<file path="config.mk">
export PLATFORM = sky130hd
export DESIGN_NAME = hcb_cell
export DESIGN_NICKNAME = d
export VERILOG_FILES = /design/src/hcb_pkg.sv /design/src/hcb_cell.sv
export SDC_FILE = /design/constraint.sdc
export NUM_CORES = 1
export LEC_CHECK = 0
export BUFFER_PORTS_ARGS = -buffer_cell sky130_fd_sc_hd__buf_2
export CORE_UTILIZATION = 34
export DETAILED_ROUTE_END_ITERATION = 12
export PLACE_DENSITY = 0.58
export RECOVER_POWER = 25
export SLEW_MARGIN = 20
export SYNTH_ARGS = -nofsm -noshare
export SYNTH_HDL_FRONTEND = slang
export SYNTH_SLANG_ARGS = --single-unit
</file>
<file path="constraint.sdc">
create_clock -name clk -period 4.7 [get_ports clk]
set_clock_uncertainty 0.1 [all_clocks]
set_input_delay 1.175 -clock clk [delete_from_list [all_inputs] [get_ports clk]]
set_output_delay 1.175 -clock clk [all_outputs]
set_load 0.02 [all_outputs]
</file>
<file path="src/hcb_pkg.sv">
// ----------------------------------------------------------------------------
// Hill cipher block package
// Sizes and the stage payload type shared by the cell row and the top level.
// ----------------------------------------------------------------------------
`timescale 1ns / 1ps
`default_nettype none

package hcb_pkg;

  localparam int BLOCK_BYTES = 8;
  localparam int KEY_ROWS    = 8;
  localparam int BYTE_W      = 8;
  localparam int DATA_W      = 64;
  localparam int ROW_IDX_W   = $clog2(KEY_ROWS);
  localparam int CFG_IDX_W   = ROW_IDX_W + 1;

  typedef logic [BYTE_W-1:0] byte_t;
  typedef byte_t [KEY_ROWS-1:0] byte_vec_t;

  typedef struct packed {
    logic [DATA_W-1:0] plain;
    byte_vec_t         acc;
  } stage_t;

endpackage

`default_nettype wire

</file>
<file path="src/hcb_cell.sv">
// ----------------------------------------------------------------------------
// Hill cipher column cell
// Adds one key column times one plaintext byte into the running row sums,
// registers the result and hands it to the next cell.
// ----------------------------------------------------------------------------
`timescale 1ns / 1ps
`default_nettype none

module hcb_cell (
  input  wire logic              clk,
  input  wire logic              rst,
  input  wire logic              in_vld,
  output logic                   in_ready,
  input  wire hcb_pkg::stage_t   in_stage,
  input  wire hcb_pkg::byte_t    in_byte,
  input  wire hcb_pkg::byte_vec_t key_col,
  output logic                   out_vld,
  input  wire logic              out_ready,
  output hcb_pkg::stage_t        out_stage
);
  import hcb_pkg::*;

  byte_t               prod [KEY_ROWS];
  stage_t              stage_next;
  logic                vld;
  stage_t              stage;

  always_comb begin
    stage_next.plain = in_stage.plain;
    for (int r = 0; r < KEY_ROWS; r++) begin
      prod[r]             = key_col[r] * in_byte;
      stage_next.acc[r]   = in_stage.acc[r] + prod[r];
    end
  end

  assign in_ready = !vld || out_ready;

  always_ff @(posedge clk) begin
    if (rst) begin
      vld <= 1'b0;
    end else if (in_ready) begin
      vld <= in_vld;
    end
  end

  always_ff @(posedge clk) begin
    if (in_ready && in_vld) begin
      stage <= stage_next;
    end
  end

  assign out_vld   = vld;
  assign out_stage = stage;

endmodule

`default_nettype wire

</file>
# == Word-level counts from Yosys, hierarchy flattened ==
# Index checks and enable logic that the tools add are counted.
# totals
ff_bits,129
input_bits,204
wordCells,29
# op_classes
add_sub_neg,8
reduce_logical,3
mul,8
# op_table
cell,n
$add 8x8->8,8
$mul 8x8->8,8
$logic_and 1x1->1,1
$logic_not 1->1,1
$logic_or 1x1->1,1

# == Logic depth before layout (Yosys ltp) ==
# Gate-level depths: netlist of run 1.
# depth
depth_word,3
mapped_depth,19

# == Worst setup path after synthesis of run 1 ==
# Ideal clock, no wire load.
# synth_path
path_type,input to register
start,in in_byte[0]
end,"reg stage, in the netlist out_stage[55], data pin"
stages,17
slack_ns,-0.405
t_arrival_ns,4.745
required_ns,4.340
setup_time_ns,0.260
cell_sequence,buf_2 > clkbuf_1 > clkbuf_1 > nand2_1 > fa_1 > inv_1 > ha_1 > ha_1 > inv_1 > fa_1 > inv_1 > ha_1 > fa_1 > a21o_1 > a21oi_1 > xnor2_1 > xnor2_1
# synth_lines
item,line,text
"start, declared",hcb_cell.sv:15,"input wire hcb_pkg::byte_t in_byte,"
"end signal, assigned",hcb_cell.sv:48,stage <= stage_next;
"end, declared",hcb_cell.sv:26,stage_t stage;

==> results of run 1 <==
[metrics by stage]
stage / hold WS (ns) / setup TNS [ns]
2_1_floorplan: 0.629 / -0.273
3_3_place_gp: 0.401 / -0.879
3_5_place_dp: 0.412 / -1.47
4_1_cts: 0.420 / 0
5_1_grt: 0.449 / 0
6_report: 0.408 / 0
[Yosys cell counts]
cell type | instances | share of area [%]
sky130_fd_sc_hd__a21o_1 | 16 | 0.96
sky130_fd_sc_hd__a21oi_1 | 17 | 0.68
sky130_fd_sc_hd__and2_1 | 85 | 4.2
sky130_fd_sc_hd__and2_2 | 8 | 0.48
sky130_fd_sc_hd__buf_2 | 2 | 0.080
sky130_fd_sc_hd__buf_4 | 3 | 0.18
sky130_fd_sc_hd__buf_6 | 3 | 0.27
sky130_fd_sc_hd__clkbuf_1 | 21 | 0.63
sky130_fd_sc_hd__dfxtp_1 | 1 | 0.16
sky130_fd_sc_hd__edfxtp_1 | 128 | 31
sky130_fd_sc_hd__fa_1 | 144 | 23
sky130_fd_sc_hd__ha_1 | 136 | 14
sky130_fd_sc_hd__inv_1 | 286 | 8.6
sky130_fd_sc_hd__nand2_1 | 187 | 5.6
sky130_fd_sc_hd__nand2_2 | 8 | 0.40
sky130_fd_sc_hd__nand2_4 | 1 | 0.090
sky130_fd_sc_hd__nand2b_1 | 1 | 0.050
sky130_fd_sc_hd__xnor2_1 | 125 | 8.7
sky130_fd_sc_hd__xnor2_2 | 6 | 0.78
sky130_fd_sc_hd__xor2_1 | 13 | 0.91
[registers in the layout, summed over array words and instances, names as in the netlist]
name / flops
out_vld: 1
out_stage: 128
[logic make-up after synthesis]
family,after synthesis
buffers and inverters,315
AND/OR/NAND/NOR,290
adder cells (fa/ha/maj),280
XOR/XNOR,144
flip-flops,129
AO/OA/AOI/OAI,33
[where the power goes]
group          internal (mW)  switching, mW  total [mW]
clock                  0.776          0.558        1.33
sequential              1.64         0.0563        1.70
combinational           1.52           1.68        3.21
total                   3.94           2.30        6.24
[cell type report]
cell class                 count  area, um^2  share of cell area (%)
multi-input combinational    747        7540                    47.4
tap                          461         577                    3.62
clock inverter                14         140                   0.881
clock buffer                  17         425                    2.67
inverter                     286        1070                    6.75
antenna                        6        15.0                  0.0943
sequential                   129        3860                    24.3
timing repair buffer         400        2280                    14.3
[routing by layer]
metal	track usage [%]	share of wire, %	up-vias
met4	5.41	1.6	10
met3	4.02	6.1	38
li1	-	-	4367
met5	0	0.24	-
met2	30.4	48	274
met1	22.6	44	4343
[final timing paths]
kind                   endpoint  slack, ns  cells past startpoint
setup / recovery  out_stage[47]       0.24                     15
hold / removal          out_vld       0.41                      2
setup reg to reg  out_stage[56]       1.90                      3
hold reg to reg         out_vld       0.41                      2
[critical path, cell delays in order]
cell and delay [ns]:
sky130_fd_sc_hd__buf_2 0.28, sky130_fd_sc_hd__buf_12 0.18, sky130_fd_sc_hd__buf_12 0.14, sky130_fd_sc_hd__nand2_1 0.08, sky130_fd_sc_hd__fa_1 0.50, sky130_fd_sc_hd__inv_1 0.04
sky130_fd_sc_hd__ha_1 0.29, sky130_fd_sc_hd__fa_1 0.55, sky130_fd_sc_hd__inv_1 0.06, sky130_fd_sc_hd__fa_1 0.43, sky130_fd_sc_hd__xnor2_1 0.15, sky130_fd_sc_hd__xnor2_1 0.21
sky130_fd_sc_hd__xnor2_1 0.11, sky130_fd_sc_hd__xnor2_1 0.23, sky130_fd_sc_hd__xnor2_1 0.11
==> out/summary.txt, run 1 <==
Area growth syn-to-layout: 26.9%
number of cell rows: 69
clock slew at reported path FFs: 0.06 ns
WL/cell: 15.4 um
CTS buffer count: 17
type of the worst min-delay path: flip-flop to flip-flop
Core Region: 35900 um^2
post-synthesis cell count: 1191
Crit Reg-Reg Startpoint: out_vld
post-detailed-placement cell area: 15300 um^2
number of buffers added to fix hold violations after cts: 0
number of global-route vias before repair: 9760
depth of the CTS H-tree: 4
Die ar.: 37700 um^2
xor/xnor cell area share of the yosys netlist: 10.4%
count of instances resized after the clock tree is built: 0
clock root buffer: sky130_fd_sc_hd__clkbuf_16
measured slew at the worst slew-check pin: 2.10 ns
leading cell type in the layout, fill and taps excluded: sky130_fd_sc_hd__buf_2
sort of element at the start of the critical path: primary input
number of placed instances with taps included: 2023
FILL cells: 3493
Initial DRT Pass Iterations: 4
pin count of the biggest net entering global routing: 53
count of final setup violators: 0
per-cell via count in the routed design: 4.38
cell area after layout: 15900 um^2
commonest cells after routing, fill and taps aside: sky130_fd_sc_hd__buf_2, sky130_fd_sc_hd__inv_1, sky130_fd_sc_hd__nand2_1, sky130_fd_sc_hd__fa_1, sky130_fd_sc_hd__ha_1
cell area after synthesis: 12500 um^2
endpoints failing hold: 0
Synth warnings: 0
worst endpoint required time: 4.78 ns
first-pass GRT wire length: 51.7 mm
worst setup slack after layout: 0.242 ns
Placement Setup Slack: -0.220 ns
timing-limited maximum frequency: 224 MHz
non-filler instance count after layout: 2060
Seq/Total Area, Yosys: 30.8%
crit path max fanout: 13
vertical extent of the die: 194 um
max_slew headroom: -40.0%
basic-gate share of the synthesized area counting and, or, nand and nor cells: 10.9%
GR Util All Layers: 17.9%
post-route core utilization: 44.3%
port bufs: 333
clock sink total: 129
number of buffers inserted to repair setup after CTS: 0
count of pins on the block boundary: 334
hold path start: out_vld
post-synthesis net count: 1675
critical path type: primary input to flip-flop
Clock Latency Late Sink: 0.43 ns
first element of the critical path: in_byte[3]
outcome: complete, but fails checks
effective utilization at floorplan: 34.9%
static leakage: 8.03 nW
RSZ-0062 raised after global routing: no
violated checks: max-capacitance violations, max-slew violations
initial antenna violation count: 10
flip-flop and latch count after synthesis: 129
placer's final routability congestion estimate: 0.848
number of DRC violations after detailed-routing iteration 0: 256
Final Total Pwr: 6.24 mW
compound-cell area share of the yosys netlist: 1.64%
number of nets still failing antenna checks after routing: 0
Remaining Overflow, GRT: 0
multiplexer share of the synthesized area: 0%
data arrival at the endpoint of the critical path: 4.54 ns
main combinational cell family by area after synthesis: adder cells
library cells used by synthesis: 20
critical path endpoint category: flip-flop
post-detailed-placement half-perimeter wirelength: 25.9 mm
ratio of cells with drive above 1 in the final layout: 29.0%
Final Cycle Share: 94.9%
pins over their slew limit: 31
Max-Cap Viols: 1
final critical-path required period: 4.46 ns
Synth Area in Adders: 36.6%
TritonCTS clock tree: built
sum of routed wire length over all layers: 31.8 mm
count of vias placed by the detailed router: 9032
worst voltage drop across the vdd grid: 0.271 mV
Final nets: 2065
number of DRC violations after detailed routing: 0
synthesized area divided by synthesized cell count: 10.5 um^2
die width: 194 um
total power divided by cell area: 392 nW/um^2
number of buffers on the longest clock path: 2
Note: power is estimated with default switching activity, not from simulation.
==> run 2: changes to the inputs <==
- ABC_AREA: unset -> 1
- PLACE_DENSITY: 0.58 -> 0.57
==> out/summary.txt, run 2 <==
worst voltage drop across the vdd grid: 0.309 mV (+14%)
final critical-path required period: 4.54 ns (+0.0789 ns)
number of DRC violations after detailed-routing iteration 0: 470 (+84%)
most instantiated cells after synthesis: sky130_fd_sc_hd__nand2_1, sky130_fd_sc_hd__inv_1, sky130_fd_sc_hd__fa_1
library cell appearing most often on the critical path: sky130_fd_sc_hd__nand2_1
sum of routed wire length over all layers: 35.8 mm (+13%)
placer's final routability congestion estimate: 0.856 (+0.91%)
pin count of the biggest net entering global routing: 71 (+34%)
sort of element at the start of the critical path: primary input
timing-limited maximum frequency: 220 MHz (-1.7%)
GR Util All Layers: 18.3% (+0.44 points)
Final Total Pwr: 6.45 mW (+3.4%)
Area growth syn-to-layout: 29.2%
clock sink total: 129 (unchanged)
post-synthesis cell count: 1610 (+35%)
Synth warnings: 0 (unchanged)
critical path type: primary input to flip-flop
number of synthesized flops with an enable pin: 128 (unchanged)
vertical extent of the die: 202 um (+4.0%)
ratio of cells with drive above 1 in the final layout: 25.3% (-3.7 points)
type of the worst min-delay path: flip-flop to flip-flop
data arrival at the endpoint of the critical path: 4.65 ns (+0.11 ns)
cells taking the most area after synthesis: sky130_fd_sc_hd__edfxtp_1, sky130_fd_sc_hd__fa_1, sky130_fd_sc_hd__nand2_1
cell area after layout: 17500 um^2 (+10%)
Final Cycle Share: 96.5% (+1.7 points)
measured slew at the worst slew-check pin: 3.24 ns (+1.14 ns)
endpoints failing hold: 0 (unchanged)
WL/cell: 13.9 um (-9.7%)
clock slew at reported path FFs: 0.07 ns (about the same)
pins over their slew limit: 59 (+90%)
static leakage: 10.0 nW (+25%)
first-pass GRT wire length: 58.1 mm (+12%)
area share of the largest cell type after synthesis: 28.3% (-2.3 points)
initial antenna violation count: 4 (-6)
number of nets still failing antenna checks after routing: 0 (unchanged)
depth of the CTS H-tree: 4 (unchanged)
FILL cells: 3830 (+9.6%)
outcome: complete, but fails checks
max_slew headroom: -116% (-76 points)
clock root buffer: sky130_fd_sc_hd__clkbuf_16
critical path endpoint category: flip-flop
post-detailed-placement half-perimeter wirelength: 29.8 mm (+15%)
number of flip-flops under the largest register name: 128 (unchanged)
Initial DRT Pass Iterations: 6 (+2)
Slowest cell on crit path: sky130_fd_sc_hd__fa_1
per-cell via count in the routed design: 4.36 (-0.64%)
post-synthesis net count: 2094 (+25%)
die width: 202 um (+4.0%)
Remaining Overflow, GRT: 0 (unchanged)
commonest cells after routing, fill and taps aside: sky130_fd_sc_hd__nand2_1, sky130_fd_sc_hd__inv_1, sky130_fd_sc_hd__buf_2, sky130_fd_sc_hd__fa_1
number of cell rows: 72 (+4.3%)
Core Region: 39000 um^2 (+8.6%)
prevailing post-synth register cell: sky130_fd_sc_hd__edfxtp_1
Die ar.: 40700 um^2 (+8.2%)
Max-Cap Viols: 1 (unchanged)
synthesized area divided by synthesized cell count: 8.43 um^2 (-20%)
number of global-route vias before repair: 11.5k (+18%)
most instantiated library cell after synthesis: sky130_fd_sc_hd__nand2_1
cell type with the largest total area after synthesis: sky130_fd_sc_hd__edfxtp_1
total power divided by cell area: 368 nW/um^2 (-6.2%)
count of vias placed by the detailed router: 11.2k (+24%)
count of pins on the block boundary: 334 (unchanged)
Clock Latency Late Sink: 0.44 ns (about the same)
flip-flop and latch count after synthesis: 129 (unchanged)
library cells used by synthesis: 25 (+25%)
violated checks: max-capacitance violations, max-slew violations
CP max stage delay: 0.53 ns (-0.02 ns)
port bufs: 333 (unchanged)
post-detailed-placement cell area: 16800 um^2 (+9.2%)
number of DRC violations after detailed routing: 0 (unchanged)
RSZ-0062 raised after global routing: no
cell area after synthesis: 13600 um^2 (+8.3%)
CTS buffer count: 17 (unchanged)
number of buffers on the longest clock path: 2 (unchanged)
effective utilization at floorplan: 34.8% (-0.12 points)
worst endpoint required time: 4.81 ns (+0.03 ns)
cell chain of the critical path: buf_6, buf_12, buf_4, buf_12, nand2_2, fa_1, inv_1, fa_1, inv_1, fa_1, fa_1, inv_2, ha_4, nand2_1, inv_1, nand2_1, nand3_1, nand2_1, nand2_1, nand2_1, nand2_1, nand3b_1, nand2_1
crit path max fanout: 7 (-6)
count of final setup violators: 0 (unchanged)
Final nets: 2525 (+22%)
share of synthesized registers carrying an async set or reset: 0% (unchanged)
Seq/Total Area, Yosys: 28.5% (-2.3 points)
leading cell type in the layout, fill and taps excluded: sky130_fd_sc_hd__nand2_1
TritonCTS clock tree: built
run 2: path summary, 6_finish.rpt:
kind	from	to	slack (ns)	cells past startpoint
setup / recovery	in_byte[0]	out_stage[7]	0.16	23
hold / removal	out_vld	out_vld	0.44	2
setup reg to reg	out_vld	out_stage[17]	1.27	2
hold reg to reg	out_vld	out_vld	0.44	2
run 2: power breakdown:
group | switching (mW) | internal, mW | total [mW]
Sequential | 0.0490 | 1.61 | 1.66
Combinational | 1.88 | 1.49 | 3.37
Clock | 0.576 | 0.841 | 1.42
Total | 2.51 | 3.94 | 6.45
run 2: cell type report:
class,instances,area (um^2),share of cell area [%]
timing repair buffer,454,2770,15.8
clock inverter,14,181,1.03
antenna,1,2.50,0.0143
multi-input combinational,984,7950,45.3
clock buffer,17,425,2.42
inverter,455,1710,9.74
sequential,129,3860,22.0
tap,518,648,3.69
run 2: timing repair:
| action | CTS | global route |
|---|---|---|
| gates resized for setup | 0 | 24 |
| buffers inserted | 0 | 8 |
| setup endpoints to repair | 0 | 8 |
| hold buffers | 0 | 0 |
run 2: layer usage:
| layer | wire (um) | GRT usage [%] | up-vias |
|---|---|---|---|
| li1 | - | - | 5614 |
| met1 | 15600 | 22.3 | 5220 |
| met2 | 17500 | 31.9 | 307 |
| met3 | 1700 | 3.27 | 58 |
| met4 | 977 | 7.28 | 6 |
| met5 | 40 | 0 | - |
run 2: per-stage QoR:
| stage | hold slack, ns | setup WS (ns) | utilization (%) | TNS [ns] | cells |
|---|---|---|---|---|---|
| 5_1_grt | 0.449 | 0.000215 | 45.0 | 0 | 2571 |
| 4_1_cts | 0.471 | 0.106 | 44.5 | 0 | 2561 |
| 3_5_place_dp | 0.459 | -0.389 | 42.9 | -3.11 | 2530 |
| 3_3_place_gp | 0.439 | -0.325 | 42.9 | -2.45 | 2530 |
| 6_report | 0.443 | 0.163 | 45.0 | 0 | 2572 |
| 2_1_floorplan | 0.640 | -0.320 | - | -1.93 | 1610 |
run 2: cell families (layout without fill, tap and decap cells):
logic type	Yosys count	count (layout)	synth area share (%)
adders and majority gates	280	280	33.8
buffers and inverters	497	940	14.1
and+or+nand+nor	618	618	18.5
xor gates and xnor gates	66	66	4.37
AOI/OAI and AO/OA	20	20	0.765
DFF	129	129	28.5
other	0	1	0
run 2: worst max-delay path: cells and delay by family:
family | cells | cell delay [ns]
fa+ha+maj | 5 | 2.21
buf+inv | 8 | 0.67
simple gates | 10 | 0.58
==> run 3: changes to the inputs <==
- CTS_BUF_LIST: unset -> sky130_fd_sc_hd__clkbuf_8
==> out/summary.txt, run 3 (synthesized netlist as in run 2, its figures left out) <==
initial antenna violation count: 4 (unchanged)
max_slew headroom: 34.6% (+150 points)
critical path endpoint category: flip-flop
number of buffers added to fix hold violations after cts: 0 (unchanged)
Crit Reg-Reg Startpoint: out_vld
data arrival at the endpoint of the critical path: 4.70 ns (+0.05 ns)
sum of routed wire length over all layers: 35.3 mm (-1.3%)
vertical extent of the die: 202 um (unchanged)
outcome: complete, no violations
depth of the CTS H-tree: 4 (unchanged)
Initial DRT Pass Iterations: 5 (-1)
CTS buffer count: 17 (unchanged)
per-cell via count in the routed design: 4.35 (-0.23%)
Max-Cap Viols: 0 (-1)
total power divided by cell area: 351 nW/um^2 (-4.5%)
placer's final routability congestion estimate: 0.856 (unchanged)
number of cell rows: 72 (unchanged)
power share of the sequential group: 27.3% (+1.6 points)
number of stages on the worst hold path: 2 (unchanged)
Final nets: 2521 (-0.16%)
number of flip-flops under the largest register name: 128 (unchanged)
first element of the critical path: in_byte[0]
Remaining Overflow, GRT: 0 (unchanged)
number of nets still failing antenna checks after routing: 0 (unchanged)
hold path start: out_vld
multi-input gate area in the final layout: 7920 um^2 (-0.27%)
internal portion of total power: 3.61 mW (-8.5%)
number of antenna cells inserted: 0 (-1)
count of pins on the block boundary: 334 (unchanged)
number of buffers on the longest clock path: 2 (unchanged)
count of vias placed by the detailed router: 11.2k (-0.43%)
worst reg2reg path depth: 2 (unchanged)
Reg2Reg Setup Slack: 2.91 ns (+1.64 ns)
number of DRC violations after detailed-routing iteration 0: 447 (-4.9%)
switching power of the nets: 2.45 mW (-2.2%)
Sequential Area: 3860 um^2 (unchanged)
part of the power in the clock network: 17.6% (-4.4 points)
effective utilization at floorplan: 34.8% (unchanged)
Final Cycle Share: 96.6% (+0.11 points)
Core Region: 39000 um^2 (unchanged)
static leakage: 9.91 nW (-1.2%)
Area growth syn-to-layout: 27.2%
pin count of the biggest net entering global routing: 71 (unchanged)
commonest cells after routing, fill and taps aside: sky130_fd_sc_hd__nand2_1, sky130_fd_sc_hd__inv_1, sky130_fd_sc_hd__buf_2, sky130_fd_sc_hd__fa_1, sky130_fd_sc_hd__ha_1
number of global-route vias before repair: 11.5k (+0.017%)
timing-limited maximum frequency: 220 MHz (-0.11%)
port bufs: 333 (unchanged)
worst endpoint required time: 4.86 ns (+0.05 ns)
crit path max fanout: 14 (+7)
count of final setup violators: 0 (unchanged)
Clock Latency Late Sink: 0.47 ns (+0.03 ns)
die width: 202 um (unchanged)
ratio of cells with drive above 1 in the final layout: 24.9% (-0.34 points)
worst setup slack after layout: 0.158 ns (-0.00521 ns)
worst hold slack: 0.476 ns (+0.0336 ns)
FILL cells: 3867 (+0.97%)
worst-case hold path end point: out_vld
final critical-path required period: 4.54 ns (+0.00521 ns)
clock sink total: 129 (unchanged)
endpoints failing hold: 0 (unchanged)
WL/cell: 13.8 um (-1.2%)
endpoint of the worst-slack reg-to-reg timing path: out_stage[23]
GR Util All Layers: 18.2% (-0.091 points)
final setup TNS: 0 ns (unchanged)
post-detailed-placement half-perimeter wirelength: 29.8 mm (unchanged)
number of DRC violations after detailed routing: 0 (unchanged)
clock root buffer: sky130_fd_sc_hd__clkbuf_8
sort of element at the start of the critical path: primary input
type of the worst min-delay path: flip-flop to flip-flop
combinational cell fraction of total power: 55.2% (+2.9 points)
leading cell type in the layout, fill and taps excluded: sky130_fd_sc_hd__nand2_1
critical path type: primary input to flip-flop
pins over their slew limit: 0 (-100%)
first-pass GRT wire length: 57.9 mm (-0.47%)
post-route core utilization: 44.3% (-0.71 points)
Placement Setup Slack: -0.389 ns (unchanged)
worst voltage drop across the vdd grid: 0.288 mV (-6.7%)
Switching Share: 40.5% (+1.6 points)
Die ar.: 40700 um^2 (unchanged)
clock slew at reported path FFs: 0.10 ns (+0.03 ns)
TritonCTS clock tree: built
measured slew at the worst slew-check pin: 0.981 ns (-2.26 ns)
[run 3: what timing repair did]
| action | 4_1_cts | 5_1_grt |
|---|---|---|
| buffers inserted | 0 | 5 |
| resized for setup | 0 | 10 |
| setup endpoints to repair | 0 | 4 |
[run 3: metrics by stage]
step | instances | instance area (um^2) | total power [mW]
floorplan | 1610 | 13800 | 3.94
global placement | 2530 | 16800 | 4.96
detailed placement | 2530 | 16800 | 5.02
CTS | 2561 | 17200 | 6.14
global route | 2567 | 17300 | 6.67
finish | 2567 | 17300 | 6.06
[run 3: area by class of cell]
class	instances	area share (%)
Multi-Input combinational cell	984	45.9
Sequential cell	129	22.4
Timing Repair Buffer	450	15.7
Inverter	455	9.89
Tap cell	518	3.75
Clock buffer	17	1.36
Clock inverter	14	1.05
[run 3: worst max-delay path, cell delays in order]
cell,delay [ns]
sky130_fd_sc_hd__buf_2,0.13
sky130_fd_sc_hd__buf_12,0.16
sky130_fd_sc_hd__buf_4,0.13
sky130_fd_sc_hd__buf_12,0.09
sky130_fd_sc_hd__nand2_2,0.05
sky130_fd_sc_hd__fa_1,0.47
sky130_fd_sc_hd__inv_1,0.05
sky130_fd_sc_hd__fa_1,0.48
sky130_fd_sc_hd__inv_1,0.05
sky130_fd_sc_hd__fa_1,0.46
sky130_fd_sc_hd__fa_1,0.53
sky130_fd_sc_hd__inv_2,0.05
sky130_fd_sc_hd__ha_4,0.27
sky130_fd_sc_hd__nand2_1,0.05
sky130_fd_sc_hd__inv_1,0.06
sky130_fd_sc_hd__nand2_1,0.05
sky130_fd_sc_hd__nand3_1,0.06
sky130_fd_sc_hd__nand2_1,0.06
sky130_fd_sc_hd__nand2_1,0.06
sky130_fd_sc_hd__nand2_1,0.04
sky130_fd_sc_hd__nand2_1,0.06
sky130_fd_sc_hd__nand3b_1,0.10
sky130_fd_sc_hd__nand2_1,0.05
[run 3: routing by layer]
layer / track usage (%) / vias up / wire [um]
met5: 0 / - / 43
met4: 6.79 / 6 / 915
met3: 3.39 / 60 / 1640
met2: 31.9 / 298 / 17300
met1: 22.2 / 5190 / 15400
li1: - / 5603 / -
[run 3: power by group through the flow]
stage	Sequential (mW)	Clock (mW)	Combinational, mW
finish	1.65	1.06	3.34
global route	1.67	1.14	3.85
CTS	1.66	1.11	3.37
detailed placement	1.68	0	3.34
global placement	1.68	0	3.28
floorplan	1.97	0	1.97
[run 3: worst max-delay path by stage]
stage | to | slack (ns) | cells after the start
after global placement | out_stage[31] | -0.32 | 21
after floorplan | out_stage[39] | -0.32 | 22
final | out_stage[7] | 0.16 | 23
after global routing | out_stage[31] | -0.00003 | 20
after CTS | out_stage[15] | 0.18 | 20
after detailed placement | out_stage[31] | -0.39 | 21
